**config.mk**
```make
export PLATFORM = sky130hd
export DESIGN_NAME = keyed_node_table_with_aging
export DESIGN_NICKNAME = d
export VERILOG_FILES = /design/src/kntab_pkg.sv /design/src/kntab_ram.sv /design/src/keyed_node_table_with_aging.sv
export VERILOG_INCLUDE_DIRS = /design/src /design/src/src
export SDC_FILE = /design/constraint.sdc
export NUM_CORES = 1
export LEC_CHECK = 0
export BUFFER_PORTS_ARGS = -buffer_cell sky130_fd_sc_hd__buf_2
export CORE_UTILIZATION = 55
export CTS_CLUSTER_DIAMETER = 120
export CTS_CLUSTER_SIZE = 30
export DETAILED_ROUTE_END_ITERATION = 8
export PLACE_DENSITY_LB_ADDON = 0.08
export SYNTH_ARGS = -nofsm -noshare
export SYNTH_HDL_FRONTEND = slang
export SYNTH_HIERARCHICAL = 1
export SYNTH_SLANG_ARGS = --single-unit
export TNS_END_PERCENT = 50
```
**constraint.sdc**
```tcl
create_clock -name clk -period 11.43 [get_ports clk]
set_clock_uncertainty 0.15 [all_clocks]
set_input_delay 0.5715 -clock clk [delete_from_list [all_inputs] [get_ports clk]]
set_output_delay 0.5715 -clock clk [all_outputs]
set_load 0.02 [all_outputs]
```
**src/keyed_node_table_with_aging_assert.svh**
```systemverilog
// assertion macros for the keyed node table
// each check is sampled on the rising clock and switched off while in reset
`ifndef KEYED_NODE_TABLE_WITH_AGING_ASSERT_SVH
`define KEYED_NODE_TABLE_WITH_AGING_ASSERT_SVH

// condition must hold at every clock edge
`define KNTAB_ASSERT_ALWAYS(name, expr, msg) \
    name: assert property (@(posedge clk) disable iff (!rst_n) (expr)) else $error(msg);

// when the trigger holds, the consequence must hold in the next clock cycle
`define KNTAB_ASSERT_NEXT(name, trig, cons, msg) \
    name: assert property (@(posedge clk) disable iff (!rst_n) (trig) |=> (cons)) \
        else $error(msg);

`endif

```
**src/kntab_pkg.sv**
```systemverilog
package kntab_pkg;

    // table geometry
    localparam int ENTRIES = 16;
    localparam int IDX_W   = (ENTRIES > 1) ? $clog2(ENTRIES) : 1;
    localparam int CNT_W   = $clog2(ENTRIES + 1);

    // field widths
    localparam int BYTE_W    = 8;
    localparam int KEY_W     = 5 * BYTE_W;
    localparam int TIME_W    = 32;
    localparam int RAM_W     = KEY_W + TIME_W;
    localparam int STATUS_W  = 2;
    localparam int SLOT_W    = 4;
    localparam int EXPIRED_W = 5;

    localparam logic [TIME_W-1:0] TIMEOUT_RESET = 32'd5000;

    // request codes
    localparam logic ACT_LOOKUP = 1'b0;
    localparam logic ACT_SWEEP  = 1'b1;

    // result codes
    typedef enum logic [STATUS_W-1:0] {
        STATUS_FOUND = 2'd0,
        STATUS_ALLOC = 2'd1,
        STATUS_FULL  = 2'd2,
        STATUS_SWEEP = 2'd3
    } status_t;

endpackage

```
**src/kntab_ram.sv**
```systemverilog
module kntab_ram #(
    parameter int WIDTH = 8,
    parameter int DEPTH = 16,
    localparam int AW = (DEPTH > 1) ? $clog2(DEPTH) : 1
) (
    input  logic             clk,
    input  logic             wr_en,
    input  logic [AW-1:0]    wr_addr,
    input  logic [WIDTH-1:0] wr_data,
    input  logic             rd_en,
    input  logic [AW-1:0]    rd_addr,
    output logic [WIDTH-1:0] rd_data
);

    logic [WIDTH-1:0] mem_reg [DEPTH];
    logic [WIDTH-1:0] rd_data_reg;

    always_ff @(posedge clk)
    begin
        if (wr_en)
        begin
            mem_reg[wr_addr] <= wr_data;
        end
        if (rd_en)
        begin
            rd_data_reg <= mem_reg[rd_addr];
        end
    end

    assign rd_data = rd_data_reg;

endmodule

```
**src/keyed_node_table_with_aging.sv**
```systemverilog
// keyed node table with aging: a small associative table of ENTRIES entries
// (16 here) keyed by five key bytes. a lookup item (action 0) returns the
// slot of the matching valid entry, or claims the lowest free entry, stores
// the key and stamps it with now_ms, or reports the table full. a sweep item
// (action 1) frees every valid entry whose wrapping age now_ms - stamp is
// strictly greater than timeout_ms and reports how many it freed. found
// entries are not re-stamped. an item is taken when start is high and busy is
// low; busy then stays high while a sequencer walks the entries one per clock
// through a single key comparator and a single age subtract-and-compare. keys
// and stamps sit in a ram with registered read that the compare trails; a
// finish state then writes an allocated entry and posts the result. done is
// high for exactly one cycle; status, slot and expired_count hold the result
// until the next one, and the receiver cannot stall it. timeout_ms is written
// through cfg_valid / cfg_data (cfg_ready is always high); the user must do so
// only while no item is in flight, which the block does not enforce. it
// resets to 5000. the valid bits clear at reset, no clearing pass.
module keyed_node_table_with_aging (
    input  logic                                clk,
    input  logic                                rst_n,
    // command side
    input  logic                                start,
    output logic                                busy,
    input  logic                                action,
    input  logic [kntab_pkg::BYTE_W-1:0]        wing_key,
    input  logic [kntab_pkg::BYTE_W-1:0]        room_key,
    input  logic [kntab_pkg::BYTE_W-1:0]        bed_key,
    input  logic [kntab_pkg::BYTE_W-1:0]        patient_key,
    input  logic [kntab_pkg::BYTE_W-1:0]        kind_key,
    input  logic [kntab_pkg::TIME_W-1:0]        now_ms,
    // result side
    output logic                                done,
    output logic [kntab_pkg::STATUS_W-1:0]      status,
    output logic [kntab_pkg::SLOT_W-1:0]        slot,
    output logic [kntab_pkg::EXPIRED_W-1:0]     expired_count,
    // timeout register write
    input  logic                                cfg_valid,
    output logic                                cfg_ready,
    input  logic [kntab_pkg::TIME_W-1:0]        cfg_data
);

    import kntab_pkg::*;

    `include "keyed_node_table_with_aging_assert.svh"

    // sequencer states
    typedef enum logic [2:0] {
        ST_IDLE   = 3'b001,
        ST_SCAN   = 3'b010,
        ST_FINISH = 3'b100
    } state_t;

    state_t state_reg, state_next;

    // latched item
    logic              action_reg;
    logic [KEY_W-1:0]  key_reg;
    logic [TIME_W-1:0] now_reg;

    // configuration
    logic [TIME_W-1:0] timeout_reg;

    // walk counters: scan_idx issues ram reads, cmp_idx trails it by one
    logic [CNT_W-1:0] scan_idx_reg, scan_idx_next;
    logic [IDX_W-1:0] cmp_idx_reg, cmp_idx_next;
    logic             cmp_vld_reg, cmp_vld_next;

    // walk results
    logic             hit_found_reg, hit_found_next;
    logic [IDX_W-1:0] hit_idx_reg, hit_idx_next;
    logic             free_found_reg, free_found_next;
    logic [IDX_W-1:0] free_idx_reg, free_idx_next;
    logic [CNT_W-1:0] count_reg, count_next;

    // entry valid bits
    logic [ENTRIES-1:0] valid_reg, valid_next;

    // result registers
    logic                 done_reg, done_next;
    logic [STATUS_W-1:0]  status_reg, status_next;
    logic [SLOT_W-1:0]    slot_reg, slot_next;
    logic [EXPIRED_W-1:0] expired_reg, expired_next;

    // ram port
    logic             ram_rd_en;
    logic             ram_wr_en;
    logic [RAM_W-1:0] ram_rd_data;
    logic [RAM_W-1:0] ram_wr_data;

    // shared compare unit operands
    logic [KEY_W-1:0]  ent_key;
    logic [TIME_W-1:0] ent_stamp;
    logic [TIME_W-1:0] ent_age;
    logic              ent_valid;
    logic              key_match;
    logic              aged_out;
    logic              scan_issue;
    logic              cmp_last;
    logic              accept;

    assign accept     = start && (state_reg == ST_IDLE);
    assign busy       = (state_reg != ST_IDLE);
    assign cfg_ready  = 1'b1;

    assign ent_key    = ram_rd_data[RAM_W-1:TIME_W];
    assign ent_stamp  = ram_rd_data[TIME_W-1:0];
    assign ent_valid  = valid_reg[cmp_idx_reg];
    assign ent_age    = now_reg - ent_stamp;
    assign key_match  = (ent_key == key_reg);
    assign aged_out   = (ent_age > timeout_reg);

    assign scan_issue = (state_reg == ST_SCAN) && (scan_idx_reg < CNT_W'(ENTRIES));
    assign cmp_last   = cmp_vld_reg && (cmp_idx_reg == IDX_W'(ENTRIES - 1));

    assign ram_rd_en   = scan_issue;
    assign ram_wr_en   = (state_reg == ST_FINISH) && (action_reg == ACT_LOOKUP)
                         && !hit_found_reg && free_found_reg;
    assign ram_wr_data = {key_reg, now_reg};

    kntab_ram #(
        .WIDTH (RAM_W),
        .DEPTH (ENTRIES)
    ) u_store (
        .clk     (clk),
        .wr_en   (ram_wr_en),
        .wr_addr (free_idx_reg),
        .wr_data (ram_wr_data),
        .rd_en   (ram_rd_en),
        .rd_addr (scan_idx_reg[IDX_W-1:0]),
        .rd_data (ram_rd_data)
    );

    // sequencer and walk
    always_comb
    begin
        state_next      = state_reg;
        scan_idx_next   = scan_idx_reg;
        cmp_idx_next    = cmp_idx_reg;
        cmp_vld_next    = 1'b0;
        hit_found_next  = hit_found_reg;
        hit_idx_next    = hit_idx_reg;
        free_found_next = free_found_reg;
        free_idx_next   = free_idx_reg;
        count_next      = count_reg;
        valid_next      = valid_reg;
        done_next       = 1'b0;
        status_next     = status_reg;
        slot_next       = slot_reg;
        expired_next    = expired_reg;

        case (state_reg)
            ST_IDLE:
            begin
                if (start)
                begin
                    state_next      = ST_SCAN;
                    scan_idx_next   = '0;
                    hit_found_next  = 1'b0;
                    free_found_next = 1'b0;
                    hit_idx_next    = '0;
                    free_idx_next   = '0;
                    count_next      = '0;
                end
            end

            ST_SCAN:
            begin
                // issue the next read while the previous entry is compared
                if (scan_issue)
                begin
                    cmp_vld_next  = 1'b1;
                    cmp_idx_next  = scan_idx_reg[IDX_W-1:0];
                    scan_idx_next = scan_idx_reg + 1'b1;
                end

                if (cmp_vld_reg)
                begin
                    if (action_reg == ACT_SWEEP)
                    begin
                        if (ent_valid && aged_out)
                        begin
                            valid_next[cmp_idx_reg] = 1'b0;
                            count_next              = count_reg + 1'b1;
                        end
                    end
                    else if (ent_valid)
                    begin
                        if (!hit_found_reg && key_match)
                        begin
                            hit_found_next = 1'b1;
                            hit_idx_next   = cmp_idx_reg;
                        end
                    end
                    else if (!free_found_reg)
                    begin
                        free_found_next = 1'b1;
                        free_idx_next   = cmp_idx_reg;
                    end
                end

                if (cmp_last)
                begin
                    state_next = ST_FINISH;
                end
            end

            ST_FINISH:
            begin
                state_next   = ST_IDLE;
                done_next    = 1'b1;
                slot_next    = '0;
                expired_next = '0;
                if (action_reg == ACT_SWEEP)
                begin
                    status_next  = STATUS_SWEEP;
                    expired_next = EXPIRED_W'(count_reg);
                end
                else if (hit_found_reg)
                begin
                    status_next = STATUS_FOUND;
                    slot_next   = SLOT_W'(hit_idx_reg);
                end
                else if (free_found_reg)
                begin
                    // claim the lowest free entry; key and stamp go to the ram
                    status_next               = STATUS_ALLOC;
                    slot_next                 = SLOT_W'(free_idx_reg);
                    valid_next[free_idx_reg]  = 1'b1;
                end
                else
                begin
                    status_next = STATUS_FULL;
                end
            end

            default:
            begin
                state_next = ST_IDLE;
            end
        endcase
    end

    // control registers
    always_ff @(posedge clk or negedge rst_n)
    begin
        if (!rst_n)
        begin
            state_reg      <= ST_IDLE;
            scan_idx_reg   <= '0;
            cmp_idx_reg    <= '0;
            cmp_vld_reg    <= 1'b0;
            hit_found_reg  <= 1'b0;
            hit_idx_reg    <= '0;
            free_found_reg <= 1'b0;
            free_idx_reg   <= '0;
            count_reg      <= '0;
            valid_reg      <= '0;
            done_reg       <= 1'b0;
            timeout_reg    <= TIMEOUT_RESET;
        end
        else
        begin
            state_reg      <= state_next;
            scan_idx_reg   <= scan_idx_next;
            cmp_idx_reg    <= cmp_idx_next;
            cmp_vld_reg    <= cmp_vld_next;
            hit_found_reg  <= hit_found_next;
            hit_idx_reg    <= hit_idx_next;
            free_found_reg <= free_found_next;
            free_idx_reg   <= free_idx_next;
            count_reg      <= count_next;
            valid_reg      <= valid_next;
            done_reg       <= done_next;
            if (cfg_valid && cfg_ready)
            begin
                timeout_reg <= cfg_data;
            end
        end
    end

    // payload registers
    always_ff @(posedge clk)
    begin
        if (accept)
        begin
            action_reg <= action;
            key_reg    <= {wing_key, room_key, bed_key, patient_key, kind_key};
            now_reg    <= now_ms;
        end
        status_reg  <= status_next;
        slot_reg    <= slot_next;
        expired_reg <= expired_next;
    end

    assign done          = done_reg;
    assign status        = status_reg;
    assign slot          = slot_reg;
    assign expired_count = expired_reg;

    // checks
    `KNTAB_ASSERT_NEXT(a_accept_starts_walk, accept, state_reg == ST_SCAN, "item not walked")
    `KNTAB_ASSERT_NEXT(a_finish_posts_result, state_reg == ST_FINISH, done_reg && !busy, "no result after walk")
    `KNTAB_ASSERT_ALWAYS(a_done_only_idle, !done_reg || state_reg == ST_IDLE, "result outside idle")
    `KNTAB_ASSERT_ALWAYS(a_count_bounded, count_reg <= CNT_W'(ENTRIES), "freed count too large")
    `KNTAB_ASSERT_ALWAYS(a_sweep_slot_zero, !(done_reg && status_reg == STATUS_SWEEP) || slot_reg == '0, "sweep slot not zero")

endmodule

```
# After elaboration in Yosys (flattened, before gate mapping)
# Memories as Yosys holds them, arrays and structs flattened. A register that Yosys moved wholly into a read port is not among the register bits.
# Cells that the tools add are included.
[word_totals]
reg_bits = 161
latch_bits = 0
ram_bits = 1152
romBits = 0
in_bits = 109
output_inout_bits = 14
memories = 1
[mem_list]
columns = ["name", "words", "word_bits", "read_ports", "rd_ports_with_merged_regs", "wr", "line_no", "text"]
rows = [
  ["u_store.mem_reg", 16, 72, 1, 1, 1, "kntab_ram.sv:15", "logic [WIDTH-1:0] mem_reg [DEPTH];"],
]
[classes]
add_sub_neg = 3
n_mul = 0
n_div = 0
n_lt_le_gt_ge = 6
n_eq_ne = 20
shift = 0
n_mux = 53
bitwise = 4
n_reduce_logical = 21
[op_table]
columns = ["operator", "count"]
rows = [
  ["$mux 16", 6],
  ["$mux 4", 11],
  ["$eq 40x40->1", 1],
  ["$gt 32x32->1", 1],
  ["$pmux 16 s2", 1],
  ["$sub 32x32->32", 1],
  ["$mux 5", 5],
  ["$ne 2x2->1 const B", 12],
  ["$pmux 5 s2", 2],
  ["$and 16x16->16", 1],
  ["$mux 1", 16],
  ["$not 16->16", 1],
  ["$or 16x16->16", 1],
  ["$pmux 4 s2", 2],
  ["$reduce_and 6->1", 2],
  ["$add 5x1->5 const B", 2],
  ["$logic_and 1x1->1", 10],
  ["$lt 4x5->1 const B", 2],
  ["$reduce_and 5->1", 2],
  ["$demux 1 s4", 2],
  ["$ge 4x1->1 const B", 2],
  ["$reduce_and 7->1", 1],
  ["$mux 3", 2],
  ["$pmux 3 s2", 1],
  ["15 further kinds", 20],
]

# Logic depth before layout (Yosys ltp)
[depth]
depth_word = 10
mapped_depth = 22
mapped_depth_nobuf = 21

# Modules after synthesis
# The synthesis kept the hierarchy.
[by_module_without_submodules]
columns = ["module", "n_inst", "cells_each", "area_each_um2", "seq_area_each_um2"]
rows = [
  ["kntab_ram", 1, 1850, 45270.9, 36755.3],
  ["keyed_node_table_with_aging", 1, 840, 8917.3, 4456.8],
]

# Worst setup path before layout
# Ideal clock, no wire load.
[synth_timing]
path_type = "register -> register"
start = "register state_reg[0]"
end = "memory u_store/mem_reg[0][0] (netlist bit), enable pin"
arrival_time_ns = 7.392
required_ns = 10.690
path_slack_ns = 3.298
path_stages_with_launch = 5
cell_sequence = "dfstp_2 -> nor3b_1 -> nor3b_1 -> or3b_2 -> nor3_1"
[synth_via]
elab_chain_len = 6
[synth_rtl]
columns = ["item", "line_no", "text"]
rows = [
  ["start, declared", "keyed_node_table_with_aging.sv:52", "state_t state_reg, state_next;"],
  ["start signal, assigned", "keyed_node_table_with_aging.sv:262", "state_reg <= state_next;"],
  ["$eq 3x3->1", "keyed_node_table_with_aging.sv:115", "assign ram_wr_en = (state_reg == ST_FINISH) && (action_reg == ACT_LOOKUP)"],
  ["$logic_and 1x1->1", "keyed_node_table_with_aging.sv:115", ""],
  ["$logic_and 1x1->1 (2 in a row)", "keyed_node_table_with_aging.sv:116", "&& !hit_found_reg && free_found_reg;"],
  ["via ram_wr_en", "keyed_node_table_with_aging.sv:85", "logic ram_wr_en;"],
  ["$mux 1", "kntab_ram.sv:20", "if (wr_en)"],
  ["$mux 1 (not written as such)", "kntab_ram.sv:22", "mem_reg[wr_addr] <= wr_data;"],
  ["end, declared", "kntab_ram.sv:15", ""],
]
# The timed path passes the listed nets, and every way through them passes these cells.

# Worst setup path after layout
[layout_timing]
start = "register now_reg[0]"
end = "register valid_reg[13]"
[layout_via]
elab_chain_len = 5
[layout_rtl]
columns = ["item", "line_no", "text"]
rows = [
  ["start, declared", "keyed_node_table_with_aging.sv:57", "logic [TIME_W-1:0] now_reg;"],
  ["start signal, assigned", "keyed_node_table_with_aging.sv:287", "now_reg <= now_ms;"],
  ["$sub 32x32->32", "keyed_node_table_with_aging.sv:107", "assign ent_age = now_reg - ent_stamp;"],
  ["$gt 32x32->1", "keyed_node_table_with_aging.sv:109", "assign aged_out = (ent_age > timeout_reg);"],
  ["$logic_and 1x1->1", "keyed_node_table_with_aging.sv:179", "if (ent_valid && aged_out)"],
  ["$ne 2x1->1 (no source line)", "-", ""],
  ["$reduce_and 7->1 (no source line)", "-", ""],
  ["end signal, assigned", "keyed_node_table_with_aging.sv:271", "valid_reg <= valid_next;"],
  ["end, declared", "keyed_node_table_with_aging.sv:75", "logic [ENTRIES-1:0] valid_reg, valid_next;"],
]
# Every way passes these cells.
# A chain may end at the register's enable or synchronous reset.

==> results.tsv <==
metric	value	unit
row cnt	114	
top post-synthesis cells by area	edfxtp_1 (72%), mux4_2 (12%), dfrtp_1 (3.3%)	
# setup viols final	0	
clk root buf	clkbuf_16	
worst hold path class	in2reg	
Hold Crit Depth	3	
synthesized area per cell	20.1	µm²
slew margin rel.	0.0961	
Placeable Area	0.0971	mm²
Vias	26683	
synthesized cell area	0.0542	mm²
min Tclk post-route	5.94	ns
Max-Cap Viols	0	
Overall Global Routing Usage	0.253	
peak supply drop	0.156	mV
worst path arrival time	6.32	ns
Pleak	18.9	nW
register bit count reported by yosys	1385	
Syn Nets	2865	
count leader, synth	edfxtp_1	
CTS tree	built	
Clock transition at path regs	0.12	ns
worst reg-to-reg path cell count	20	
final setup TNS	0	ns
Yosys warning total	6	
reg-to-reg slack, setup	5.49	ns
DRC	0	
share of cells above drive strength 1	0.196	
Yosys top cell area share	0.725	
routed len/inst	29.4	µm
Routed Antenna Nets	0	
dpl cell area	0.0563	mm²
number of global-route vias before repair	27267	
Die Ht	316	µm
Critical Path Start Type	flip-flop	
sequential area share after synthesis	0.761	
Min-Delay Endpoint	timeout_reg[30]$_DFFE_PN0P_	
final WL	124000	µm
Initial Util	0.558	
final core utilization	0.606	
ANT cells	0	
fmax	0.168	GHz
Layout Nets	3084	
Critical Path Fanout Max	17	
Synth area leader	edfxtp_1	
drt via density	6.35	
HP Start	cfg_data[30]	
final hold vios	0	
max FFs per register	1152	
RSZ-0062 raised after global routing	false	
initial detailed-routing violation count	2664	
dpl hpwl	66300	µm
port buffer count	121	
Setup crit end kind	flip-flop	
Routability Congestion	0.838	
ys async rst share	0.0556	
Clock Sinks	1385	
first-pass GRT wire length	182000	µm
initial antenna violation count	4	
CTS HTree Levels	2	
largest net degree at the start of global routing	134	
Design Area, Final	0.0588	mm²
Post-CTS Setup Bufs	0	
reg2reg start	now_reg[0]$_DFFE_PP_	
number of synthesized flops with an enable pin	1308	
Hold Slack	0.0787	ns
Power Total	10.8	mW
Main synth FF type	edfxtp_1	
outcome	finished, final reports clean	
die footprint	0.0998	mm²
io pins	123	
post-synth cell types	67	
Power Density	184	mW/mm²
area grow syn2layout	8.54	%
reg2reg end	valid_reg[13]$_DFFE_PN0P_	
CTS max path bufs	3	
WS Path Type	reg2reg	
fin crit share	0.519	
total grt overflow	0	
DR pass1 iterations	7	
worst-margin pin slew	1.35	ns
clock buffer count from CTS	52	
Synth top cells by count	edfxtp_1 (1308), mux4_2 (290), nand2_1 (150), a22oi_1 (144), inv_1 (92)	
Critical Path RT	11.82	ns
Syn Inst Count	2690	
Slew Limit Fails	0	
Clock Latency Late Sink	0.71	ns
die width	316	µm
[per-layer routing]
metal	GRT usage	vias to the layer above	share of wire
li1	-	11315	-
met1	0.367	14301	0.43
met2	0.420	909	0.50
met3	0.0279	152	0.055
met4	0.0585	6	0.023
met5	0	-	0.00030
[repair_timing]
| item | 4_1_cts | 5_1_grt |
|---|---|---|
| hold buffers | 105 | 0 |
| resized for setup | 0 | 0 |
| hold endpoints to repair | 175 | 0 |
[cell usage in the layout (no fill, tap or decap), drive strengths merged, types with 45 or more instances in the layout]
cell type / count
nor2: 47
inv: 96
a22oi: 144
mux4: 293
o21ai: 60
nand2: 150
a21oi: 45
buf: 178
edfxtp: 1308
dlygate4sd3: 105
ha: 65
clkbuf: 70
xor2: 45
dfrtp: 71
[through the flow]
step,std cells,worst slack (ns)
finish,4205,5.49
floorplan,2690,3.30
global placement,4026,5.71
global route,4205,5.12
CTS,4205,5.52
detailed placement,4026,5.54
[logic make-up (layout without fill, tap and decap cells)]
family	count (synthesis)	count (layout)	synth area share
mux	305	305	0.124
compound gates	342	342	0.0435
other cells	1	1	0.0000692
fa+ha+maj	66	66	0.0154
buf+inv	211	450	0.0184
xor+xnor	70	70	0.0113
simple gates	310	310	0.0264
flops	1385	1385	0.761
[worst max-delay path, cell delays in order, from the launching register on]
cell,delay [ns]
edfxtp_1,0.62
inv_1,0.13
ha_1,0.19
inv_1,0.07
fa_1,0.39
a21o_1,0.19
o221a_2,0.30
o31ai_1,0.26
buf_4,0.19
or4b_2,0.18
nand4b_1,0.15
a31oi_1,0.28
o21ai_0,0.15
xor2_1,0.16
ha_1,0.28
nand4_1,0.14
nor4_1,0.50
o21ai_0,0.16
buf_4,0.21
a2111oi_1,0.82
o221ai_1,0.24
[cell type report]
class | instances | area (µm²)
flip-flops and latches | 1385 | 41200
fillers | 6914 | 38300
multi-input cells | 1094 | 12100
repair buffers | 283 | 2100
well taps | 1276 | 1600
clock buffers | 70 | 1370
inverters | 93 | 352
clock inverters | 4 | 51.3
[report_power, final]
group	internal, mW	switching, mW	leakage [nW]
Clock	0.856	1.45	0.688
Sequential	5.95	0.317	12.8
Combinational	1.08	1.17	5.39
[worst max path at each step]
stage	from	end	slack, ns
after floorplan	state_reg[0]$_DFFE_PN1P_	u_store/mem_reg[0][0]$_DFFE_PP_	3.30
after global placement	now_reg[0]$_DFFE_PP_	valid_reg[13]$_DFFE_PN0P_	5.71
after detailed placement	now_reg[0]$_DFFE_PP_	valid_reg[13]$_DFFE_PN0P_	5.54
after CTS	now_reg[0]$_DFFE_PP_	valid_reg[13]$_DFFE_PN0P_	5.52
after global routing	now_reg[0]$_DFFE_PP_	valid_reg[13]$_DFFE_PN0P_	5.12
final	now_reg[0]$_DFFE_PP_	valid_reg[13]$_DFFE_PN0P_	5.49
Note: power is estimated with default switching activity, not from simulation.
